--- src/design/dvru_pkg.sv ---
// Shared types, codes and helpers for the distance-vector route update engine.
package dvru_pkg;

   localparam logic [4:0] COST_INF    = 5'd16;
   localparam logic [4:0] COST_DIRECT = 5'd1;

   typedef enum logic [1:0] {
      ACT_UNCHANGED = 2'd0,
      ACT_UPDATED   = 2'd1,
      ACT_INSERTED  = 2'd2,
      ACT_DROPPED   = 2'd3
   } action_type;

   // route word walking the cell row
   typedef struct packed {
      logic        valid;
      logic [31:0] dest;
      logic [4:0]  adv;
      logic [31:0] sender;
      logic [31:0] recv;
      logic        eom;
      logic        found;
      action_type  action;
      logic [4:0]  cost;
      logic [31:0] hop;
      logic [31:0] ifc;
   } token_type;

   // slot write broadcast for an insert
   typedef struct packed {
      logic        en;
      logic [31:0] dest;
      logic [4:0]  cost;
      logic [31:0] hop;
      logic [31:0] ifc;
   } write_type;

   function automatic logic [4:0] sat_cost(input logic [4:0] adv);
      logic [5:0] sum;
      begin
         sum = {1'b0, adv} + 6'd1;
         return (sum > {1'b0, COST_INF}) ? COST_INF : sum[4:0];
      end
   endfunction

endpackage

--- src/design/dvru_cell.sv ---
// One routing table slot: compares and updates against the passing route word.
module dvru_cell #(
   parameter int Index = 0,
   parameter int IdxW  = 5,
   parameter int CntW  = 6
) (
   input  logic                clock,
   input  logic                reset,
   input  dvru_pkg::token_type in_tok,
   input  logic [IdxW-1:0]     in_idx,
   input  logic [CntW-1:0]     used_count,
   input  dvru_pkg::write_type wr,
   input  logic [IdxW-1:0]     wr_idx,
   output dvru_pkg::token_type out_tok,
   output logic [IdxW-1:0]     out_idx
);

   logic [31:0] dest_ff;
   logic [4:0]  cost_ff;
   logic [31:0] hop_ff;
   logic [31:0] ifc_ff;

   dvru_pkg::token_type tok_ff, tok_in;
   logic [IdxW-1:0]     idx_ff, idx_in;

   logic       live;
   logic       better;
   logic [4:0] new_cost;

   always_comb begin
      new_cost = dvru_pkg::sat_cost(in_tok.adv);
      live     = in_tok.valid && !in_tok.found && (CntW'(Index) < used_count)
                 && (dest_ff == in_tok.dest);
      better   = ({1'b0, cost_ff} > ({1'b0, in_tok.adv} + 6'd1))
                 || (hop_ff == in_tok.sender);
   end

   always_comb begin
      tok_in = in_tok;
      idx_in = in_idx;
      if (live) begin
         tok_in.found = 1'b1;
         tok_in.ifc   = ifc_ff;
         idx_in       = IdxW'(Index);
         if (better) begin
            tok_in.action = dvru_pkg::ACT_UPDATED;
            tok_in.cost   = new_cost;
            tok_in.hop    = in_tok.sender;
         end else begin
            tok_in.action = dvru_pkg::ACT_UNCHANGED;
            tok_in.cost   = cost_ff;
            tok_in.hop    = hop_ff;
         end
      end
   end

   always_ff @(posedge clock) begin
      idx_ff <= idx_in;
      if (reset) begin
         tok_ff <= '0;
      end else begin
         tok_ff <= tok_in;
      end
   end

   always_ff @(posedge clock) begin
      if (wr.en && (wr_idx == IdxW'(Index))) begin
         dest_ff <= wr.dest;
         cost_ff <= wr.cost;
         hop_ff  <= wr.hop;
         ifc_ff  <= wr.ifc;
      end else if (live && better) begin
         cost_ff <= new_cost;
         hop_ff  <= in_tok.sender;
      end
   end

   assign out_tok = tok_ff;
   assign out_idx = idx_ff;

endmodule

--- config.mk ---
export PLATFORM = sky130hd
export DESIGN_NAME = dvru_cell
export DESIGN_NICKNAME = d
export VERILOG_FILES = /design/src/design/dvru_pkg.sv /design/src/design/dvru_cell.sv
export SDC_FILE = /design/constraint.sdc
export NUM_CORES = 1
export LEC_CHECK = 0
export BUFFER_PORTS_ARGS = -buffer_cell sky130_fd_sc_hd__clkbuf_2
export CAP_MARGIN = 20
export CORE_AREA = 2 2 186 188
export DETAILED_ROUTE_END_ITERATION = 10
export DIE_AREA = 0 0 188 190
export MAX_ROUTING_LAYER = met4
export PLACE_DENSITY = 0.58
export SYNTH_ARGS = -nofsm -noshare
export SYNTH_HDL_FRONTEND = slang
export SYNTH_SLANG_ARGS = --single-unit
export TNS_END_PERCENT = 50
--- constraint.sdc ---
create_clock -name clock -period 4 [get_ports clock]
set_input_delay 0.8 -clock clock [delete_from_list [all_inputs] [get_ports clock]]
set_output_delay 0.8 -clock clock [all_outputs]
set_load 0.01 [all_outputs]
# Yosys cells after proc, flatten, opt, wreduce, memory -nomap -nowiden

Index checks and enable logic that the tools add are counted.

Logic and storage cells: 38
Output and inout port bits: 180
Bits in registers: 281
Input port bits: 295

Multiplexer cells: 7
$add $sub $neg: 1
$lt $le $gt $ge: 3
Reduce and logical (&&, ||, !) cells: 9
Eq/ne operators: 2

Operator list:

| operator            | count |
|---|---|
| $mux 72             | 1 |
| $eq 32x32->1        | 2 |
| $mux 32             | 2 |
| $mux 38             | 1 |
| $mux 5              | 3 |
| $add 5x1->6 const B | 1 |
| $gt 5x6->1          | 1 |
| $gt 6x5->1 const B  | 1 |
| $lt 1x6->1 const A  | 1 |
| $logic_and 1x1->1   | 5 |
| $logic_not 5->1     | 1 |
| $reduce_bool 2->1   | 1 |
| $logic_not 1->1     | 1 |
| $logic_or 1x1->1    | 1 |

# Logic depth before layout (Yosys ltp)

Gate-level depths: netlist (run 1).

Depth after elaboration: 7
Mapped depth: 12

# Worst setup path before layout (run 1)

OpenSTA, ideal clock, no wires.

Path type: in2reg
From: in in_tok[137] in the netlist's numbering
To: reg cost_ff[0], enable pin
Arrival time: 3.254 ns
Library setup time: 0.510 ns
Data required time: 3.490 ns
Buffers on the path: 2
Stages: 11
Slack: 0.236 ns
Cells stage by stage: ha_1 nand3_1 xor2_1 ha_1 nor2b_1 o311a_1 a21o_1 buf_6 buf_4 nand2_1 nand2_1

Cells in the longest elaborated chain, start to end: 5

Ends and longest elaborated chain:

| what                               | RTL line        | RTL |
|---|---|---|
| start, declared                    | dvru_cell.sv:9  | `input dvru_pkg::token_type in_tok,` |
| $add 5x1->6                        | dvru_cell.sv:34 | `better = ({1'b0, cost_ff} > ({1'b0, in_tok.adv} + 6'd1))` |
| $gt 5x6->1                         | dvru_cell.sv:34 |  |
| $logic_or 1x1->1                   | dvru_cell.sv:35 | `\|\| (hop_ff == in_tok.sender);` |
| $logic_and 1x1->1                  | dvru_cell.sv:72 | `end else if (live && better) begin` |
| $reduce_bool 2->1 (no source line) | --              |  |
| end signal, assigned               | dvru_cell.sv:69 | `cost_ff <= wr.cost;` |
| end signal, assigned               | dvru_cell.sv:73 | `cost_ff <= new_cost;` |
| end, declared                      | dvru_cell.sv:19 | `logic [4:0] cost_ff;` |

No other way between the ends.
A chain may end at the register's enable or synchronous reset.

# Final worst setup path (run 1)

From: in in_tok[137] in the netlist's numbering
To: reg hop_ff[2], enable pin

Cells in the longest elaborated chain, start to end: 5

Ends and longest elaborated chain:

| what                               | RTL line        | RTL |
|---|---|---|
| $add 5x1->6                        | dvru_cell.sv:34 |  |
| $gt 5x6->1                         | dvru_cell.sv:34 |  |
| $logic_or 1x1->1                   | dvru_cell.sv:35 |  |
| $logic_and 1x1->1                  | dvru_cell.sv:72 |  |
| $reduce_bool 2->1 (no source line) | --              |  |
| end signal, assigned               | dvru_cell.sv:70 | `hop_ff <= wr.hop;` |
| end signal, assigned               | dvru_cell.sv:74 | `hop_ff <= in_tok.sender;` |
| end, declared                      | dvru_cell.sv:20 | `logic [31:0] hop_ff;` |

No other way between the ends.

==> results.txt, run 1 <==
The dominant cell type by count on the critical path is sky130_fd_sc_hd__ha_1. The slowest library cell on the worst path was sky130_fd_sc_hd__o311a_1. Max-cap violations in this run came to 0.

STA puts the critical path data arrival time at 3.06 ns. Summing all non-filler instances in the final layout gives an area of 0.0143 mm^2. The area share of the largest cell type after synthesis is 0.350.

The number of diodes is 0. The largest area contributor in the synthesized netlist was sky130_fd_sc_hd__dfxtp_1. The via-per-instance ratio was 4.35; the data required time at the worst endpoint was 4.25 ns. The worst hold path belongs to the class in -> reg. After clock tree synthesis, the setup repair step added 0 buffers.

TritonCTS built the clock tree. Setup repair after global routing left no endpoint under its margin. The fraction of power spent switching nets came out at 0.237.

The delay of the slowest cell on the worst path was 0.41 ns. The final layout contains routed wiring with a total length of 32.3 mm. The effective utilization at floorplan was 0.304; the power dissipated by switching net loads was 1.60 mW. For the combinational share of power, the log shows 0.095.

The clock-pin slew on the worst setup and hold paths came out at 0.06 ns. Buffers inserted during clock tree synthesis total 34. Yosys printed 0 warnings.

The total via count after detailed routing is 8089. The area growth from synthesis to layout was 38.8%; the internal power component was 5.13 mW. Number of register bits inferred by synthesis: 281.

Number of antenna violations at the first check in global routing: 0. For the fraction of power consumed by the clock network, the log shows 0.444. In the final design database the tool counted 1682 nets. The fraction of final layout cells with drive strength greater than 1 came out at 0.395. The tools report the maximum number of pins on one net before global-route repair as 111. The critical setup path kind is in -> reg. The total number of H-tree levels is 2. STA classifies the critical path endpoint as a flip-flop.

Power share of the sequential group: 0.461. In the post-synthesis netlist, the biggest area contributors are sky130_fd_sc_hd__dfxtp_1 35%, sky130_fd_sc_hd__edfxtp_1 29%, sky130_fd_sc_hd__nor2b_1 6.7%. Yosys mapped the design onto 38 distinct sky130hd cell types. The clock reaches the later pin of the worst-skew pair after 0.53 ns. The flow ran to the end, and the final reports show no timing, DRC or antenna violations. The count of unresolved DRC violations after routing was 0. Post-CTS repair changed the size of 0 cells. The logs give 475 for the boundary pin count and 6 for the length of the first detailed-routing pass in iterations. In this run the deepest clock path goes through 3 buffers.

The logs give 68 for the cell row count and 0.182 for the overall global routing resource usage. The signal on the critical path passes through clkbuf_2, ha_1, nand3_1, xor2_1, ha_1, nor2b_1, o311a_1, a21o_2, nand2_1, nand2_2, buf_12. Buffers placed on the I/O ports in this run total 474. Type of origin of the critical path: a primary input. A synthesized cell averages 11.4 um^2. The width of the chip came out at 188 um.

By count the netlist is led by 182 x sky130_fd_sc_hd__nand2_1, 180 x sky130_fd_sc_hd__dfxtp_1, 110 x sky130_fd_sc_hd__nor2b_1. The portion of the clock cycle consumed by the worst path in the final layout was 0.704; the worst-case vdd ir drop was 0.000510 V. The number of DRC markers in iteration 0 was 277. The run gives 355 MHz as the highest attainable clock frequency. Slack of the worst reg-to-reg path: 1.36 ns. The tools report the hold violation total from the final report as 0. Total cell area at the placement stage: 0.0132 mm^2. Detailed placement finished with a half-perimeter wire length of 24.4 mm. The hold buffer count at CTS is 0, and the residual antenna-violating net count after detailed routing is 0. On the critical path the largest part of the delay comes from compound AO/OA/AOI/OAI gates.

For this run, the leading register cell type out of synthesis is sky130_fd_sc_hd__dfxtp_1. Together, buffers and inverters on the worst path number 2. Counting flops with a built-in enable in the synthesized netlist gives 101. The final max-slew violation count is 0, and the worst-margin pin slew is 0.893 ns.

The run gives 0.0339 mm^2 as the area of the core. The die covers 0.0357 mm^2. For this design the ratio of total power to cell area is 470 mW/mm^2.

The run gives 0.405 as the max-slew headroom at the worst pin. The total grt overflow was 0. The most common cell in the synthesized netlist is sky130_fd_sc_hd__nand2_1. The clock period could shrink to 2.81 ns. When the netlist entered floorplanning its net count stood at 1203.

The final setup violation count was 0. The first global-routing pass estimated 47.6 mm of wire. The number of global-route vias before repair was 8283; the post-synthesis cell area was 0.0103 mm^2. The fraction of the yosys area taken by sequential cells is 0.644.

Clock tree synthesis found a total of 281 sinks. Summed over all cells, the static leakage comes to 6.39 nW. Of all nets on the critical path, the largest fanout is 31.

Weighted congestion reported at the end of routability-driven placement: 0.770. The buffer type at the clock tree root was sky130_fd_sc_hd__clkbuf_16. The routed wire length per instance is 17.4 um, and the count of mapped cells out of synthesis is 901. The tools report the total negative setup slack as 0 ns. The share of synthesized registers carrying an async set or reset was 0; the clock skew was 0.0260 ns. Measured along the y axis, the die boundary spans 190 um.
## kinds of logic (layout without fill, tap and decap cells)
group           count (synthesis)  count (layout)  share of synthesized area
fa+ha+maj                       7               7                    0.00850
mux                            35              35                     0.0340
buf+inv                        50             555                     0.0235
compound gates                 47              47                     0.0430
simple gates                  414             414                      0.190
xor+xnor                       67              67                     0.0569
flops                         281             281                      0.644
## power by group through the flow
stage               clock network (mW)  logic (mW)  registers (mW)
CTS                               3.07       0.651            3.10
floorplan                            0       0.244            3.21
finish                            2.99       0.637            3.10
detailed placement                   0       0.649            3.16
global placement                     0       0.638            3.16
global route                      3.19       0.702            3.11
## cell usage in the layout (no fill, tap or decap), types with 24 or more instances in the layout
cell / n
sky130_fd_sc_hd__a311oi_1: 24
sky130_fd_sc_hd__clkbuf_16: 36
sky130_fd_sc_hd__clkbuf_2: 473
sky130_fd_sc_hd__dfxtp_1: 180
sky130_fd_sc_hd__edfxtp_1: 101
sky130_fd_sc_hd__mux2i_1: 35
sky130_fd_sc_hd__nand2_1: 181
sky130_fd_sc_hd__nor2_1: 77
sky130_fd_sc_hd__nor2b_1: 110
sky130_fd_sc_hd__xnor2_1: 33
sky130_fd_sc_hd__xor2_1: 34
## through the flow
stage	hold WS, ns	setup slack, ns	utilization	instances	power [mW]
finish	0.440	1.19	0.421	1861	6.73
global route	0.421	1.03	0.421	1861	7.01
CTS	0.410	1.20	0.421	1861	6.83
detailed placement	0.471	0.653	0.389	1799	3.81
global placement	0.459	0.670	0.389	1799	3.80
floorplan	0.456	0.236	-	901	3.45
## registers in the layout, indices dropped and copies added, names as in the netlist
name     count
out_tok    175
dest_ff     32
hop_ff      32
ifc_ff      32
cost_ff      5
out_idx      5
## area by class of cell
type	instances	area, um^2
inverters	5	21.3
multi-input cells	570	3450
clock buffers	52	1020
fillers	3345	19600
clock inverters	10	72.6
repair buffers	488	2530
flip-flops and latches	281	6640
well taps	455	569
## final timing paths
check / from / endpoint / depth (start not counted)
min reg2reg: ifc_ff[30] / out_tok[30] / 2
max: in_tok[137] / hop_ff[2] / 11
min: wr[5] / ifc_ff[5] / 1
max reg2reg: dest_ff[30] / out_tok[37] / 7
## metal layers
metal,GRT usage,share of wire,vias up
met5,-,0,-
met4,0.0575,0.024,0
met3,0.0459,0.073,43
met2,0.309,0.50,336
met1,0.210,0.41,3721
li1,-,-,3989
Note: power is estimated with default switching activity, not from simulation.
==> inputs of run 2 (changes only) <==
--- a/config.mk
+++ b/config.mk
@@ -7,11 +7,11 @@
 export LEC_CHECK = 0
 export BUFFER_PORTS_ARGS = -buffer_cell sky130_fd_sc_hd__clkbuf_2
 export CAP_MARGIN = 20
-export CORE_AREA = 2 2 186 188
+export CORE_AREA = 2 2 185 187
 export DETAILED_ROUTE_END_ITERATION = 10
-export DIE_AREA = 0 0 188 190
+export DIE_AREA = 0 0 187 189
 export MAX_ROUTING_LAYER = met4
-export PLACE_DENSITY = 0.58
+export PLACE_DENSITY = 0.61
 export SYNTH_ARGS = -nofsm -noshare
 export SYNTH_HDL_FRONTEND = slang
 export SYNTH_SLANG_ARGS = --single-unit
==> constraint.sdc (replaced) <==
create_clock -name clock -period 2.4 [get_ports clock]
set_input_delay 0.48 -clock clock [delete_from_list [all_inputs] [get_ports clock]]
set_output_delay 0.48 -clock clock [all_outputs]
set_load 0.01 [all_outputs]
==> results.txt, run 2 (synthesized netlist as in run 1, its figures left out) <==
The flow ran to the end, and the final reports show no timing, DRC or antenna violations. Effective utilization at floorplan: 0.310 (+0.00608). The logs give 67 (-1.5%) for the cell row count and 13.4 mm (+1.7%) for the wire length on met1.

The power per cell area was 724 mW/mm^2 (+54%); the power dissipated by switching net loads was 2.51 mW (+57%). The commonest non-fill, non-tap cell in the layout was sky130_fd_sc_hd__clkbuf_2. The logs give 3 (unchanged) for the maximum clock insertion buffer count and 8576 (+3.5%) for the number of global-route vias before repair. CTS placed an instance of sky130_fd_sc_hd__clkbuf_16 at the clock tree root. The library cells used most frequently in the layout, excluding fill and tap cells, are 473 x sky130_fd_sc_hd__clkbuf_2, 180 x sky130_fd_sc_hd__nand2_1, 180 x sky130_fd_sc_hd__dfxtp_1, 110 x sky130_fd_sc_hd__nor2b_1, 101 x sky130_fd_sc_hd__edfxtp_1. Based on the critical path, the design can be clocked at up to 439 MHz. TritonCTS built the clock tree. The critical-path maximum fanout is 9 (-71%), and the overall global routing resource usage is 0.185 (+0.00339). The flip-flop count of the largest register, all copies and words added is 175 (unchanged), and the weighted congestion reported at the end of routability-driven placement is 0.841 (+9.3%).

The run gives 2.56 ns (-0.50 ns) as the data arrival time at the worst-slack endpoint. The tools report the length of the first detailed-routing pass in iterations as 5 (-1). The combinational share of power is 0.107 (+0.012), and the instance count after placement with tap cells included is 1834 (+1.9%).

Among all stages on the critical path, the largest delay is contributed by sky130_fd_sc_hd__o311a_4. The total of buffers placed on input and output ports was 474 (unchanged). The tools report the total number of H-tree levels as 1 (-1). The final setup violation count is 0 (unchanged). The residual antenna-violating net count after detailed routing came out at 0 (unchanged). The tools report the total via count after detailed routing as 8452 (+4.5%).

The run gives 0.484 (+0.023) as the power share of the sequential group. The number of buffers inserted to repair setup after CTS is 0 (unchanged). For the total cell area at the placement stage, the log shows 0.0136 mm^2 (+3.3%). The tools report the met3 routed wirelength as 2.45 mm (+3.5%). The critical path buffer and inverter count was 1 (-1). The wire length on met2 was 16.8 mm (+4.7%); the number of antenna violations at the first check in global routing was 1 (+1).

The signal on the critical path passes through clkbuf_2, ha_4, nand3_2, xor2_2, ha_1, nand3_1, a21oi_1, o311a_4, a21o_2, nand2_8, nand2_4. The fraction of power spent switching nets came out at 0.235 (-0.00221). The insertion delay of the later-clocked pin in the worst-skew pair is 0.56 ns (+0.03 ns). The class of the tightest hold or removal check was in -> reg. The static power due to leakage is 6.62 nW (+3.6%). The cell type group with the largest total delay on the critical path is compound AO/OA/AOI/OAI gates. For the post-placement setup slack, the log shows -0.496 ns (-1.15 ns).

Number of maximum-capacitance violations: 0 (unchanged). The area growth from synthesis to layout came out at 43.2%. The via-per-instance ratio came out at 4.46 (+2.5%). The clock skew was 0.0131 ns (-0.0130 ns); the data required time at the worst endpoint was 2.68 ns (-1.57 ns).

The first-pass GRT wire length is 48.9 mm (+2.8%), and the post-DP HPWL is 25.1 mm (+2.8%). The routed wire length per instance came out at 17.7 um (+1.9%). The logs give 0.443 (+0.0220) for the share of the core filled with cells and 475 (unchanged) for the boundary pin count.

The tools report the internal power component as 8.18 mW (+59%). The tools report the final cell count without fillers as 1897 (+1.9%). Worst-margin pin slew: 0.426 ns (-0.467 ns).

The width of the chip is 187 um (-0.53%). For the final max-slew violation count, the log shows 0 (unchanged). After detailed routing, no signal wire sits above met4. The chip height is 189 um (-0.53%). The delay of the slowest cell on the worst path works out to 0.40 ns (about the same).

The hold violation total from the final report is 0 (unchanged). The portion of the clock cycle consumed by the worst path in the final layout is 0.950. The tools report the number of DRC markers in iteration 0 as 325 (+17%).

The total grt overflow is 0 (unchanged). The run gives 1726 (+2.6%) as the number of nets at the end of the flow. The CTS sink count was 281 (unchanged). The clock-pin slew on the worst setup and hold paths is 0.06 ns (about the same), and the max-slew headroom at the worst pin is 0.716 (+0.311). The least setup slack across all paths after layout is 0.120 ns (-1.07 ns), and the worst-case vdd ir drop is 0.000561 V (+9.9%). The fraction of final layout cells with drive strength greater than 1 is 0.414 (+0.0182).

Hold buffer count at CTS: 0 (unchanged). The post-detailed-routing wire length was 33.6 mm (+3.9%); the final cell area excluding filler cells was 0.0148 mm^2 (+3.2%). The fraction of power consumed by the clock network is 0.409 (-0.035), and the clock period minus final worst setup slack is 2.28 ns. The count of unresolved DRC violations after routing is 0 (unchanged), and the die area is 0.0353 mm^2 (-1.1%).

The setup path with the least slack is of type in -> reg. The type of origin of the critical path was a primary input. Setup repair after global routing could not meet its margin everywhere. The maximum number of pins on one net before global-route repair was 81 (-27%). The endpoint kind of the worst setup timing path is a flip-flop. The logs give 0.0333 mm^2 (-2.0%) for the area of the core and 30 (-12%) for the total clock buffers created by CTS.
==> run 2: cell types whose count changed in the layout (fill, tap and decap cells not counted), moves of 3 or more <==
cell                       before  now
sky130_fd_sc_hd__buf_4         10   42
sky130_fd_sc_hd__buf_12         4   11
sky130_fd_sc_hd__nand2_8        0    5
sky130_fd_sc_hd__clkbuf_1      10   13
sky130_fd_sc_hd__clkbuf_8       6    3
==> run 2: final timing paths <==
check / from / to / slack (ns) / cells after the start
max: in_tok[138] / hop_ff[30] / 0.12 / 11
min: wr[90] / dest_ff[21] / 0.1 / 1
max reg2reg: cost_ff[4] / hop_ff[30] / 0.12 / 7
min reg2reg: ifc_ff[1] / out_tok[1] / 0.48 / 2
==> run 2: what timing repair did <==
item | in CTS | in global routing
setup endpoints to repair | 0 | 97
gates resized for setup | 0 | 13
hold endpoints to repair | 0 | 0
==> run 2: routing by layer <==
layer	GRT usage	vias to the layer above
li1	-	4080
met1	0.212	3931
met2	0.320	384
met3	0.0493	57
met4	0.0510	0
met5	-	-
==> run 2: stage by stage <==
stage / hold WS (ns) / TNS, ns / power, mW
global placement: 0.458 / -34.65 / 6.41
CTS: 0.0626 / 0 / 10.8
finish: 0.0965 / 0 / 10.7
detailed placement: 0.469 / -36.79 / 6.42
floorplan: 0.456 / -12.73 / 5.76
global route: 0.0641 / -0.0154 / 11.1
==> run 2: layout make-up <==
| type | count | area (um^2) |
|---|---|---|
| multi-input combinational | 574 | 3600 |
| timing repair buffer | 532 | 3010 |
| tap | 448 | 561 |
| fill | 3211 | 18500 |
| antenna | 1 | 2.50 |
| sequential | 281 | 6640 |
| clock buffer | 48 | 891 |
| clock inverter | 8 | 35.0 |
| inverter | 5 | 21.3 |
==> run 2: power by group through the flow <==
stage                     clock network [mW]  registers [mW]  logic (mW)
after floorplan                            0            5.35       0.412
after global placement                     0            5.27        1.13
after detailed placement                   0            5.28        1.15
after CTS                               4.49            5.18        1.15
after global routing                    4.70            5.18        1.26
final                                   4.37            5.17        1.15
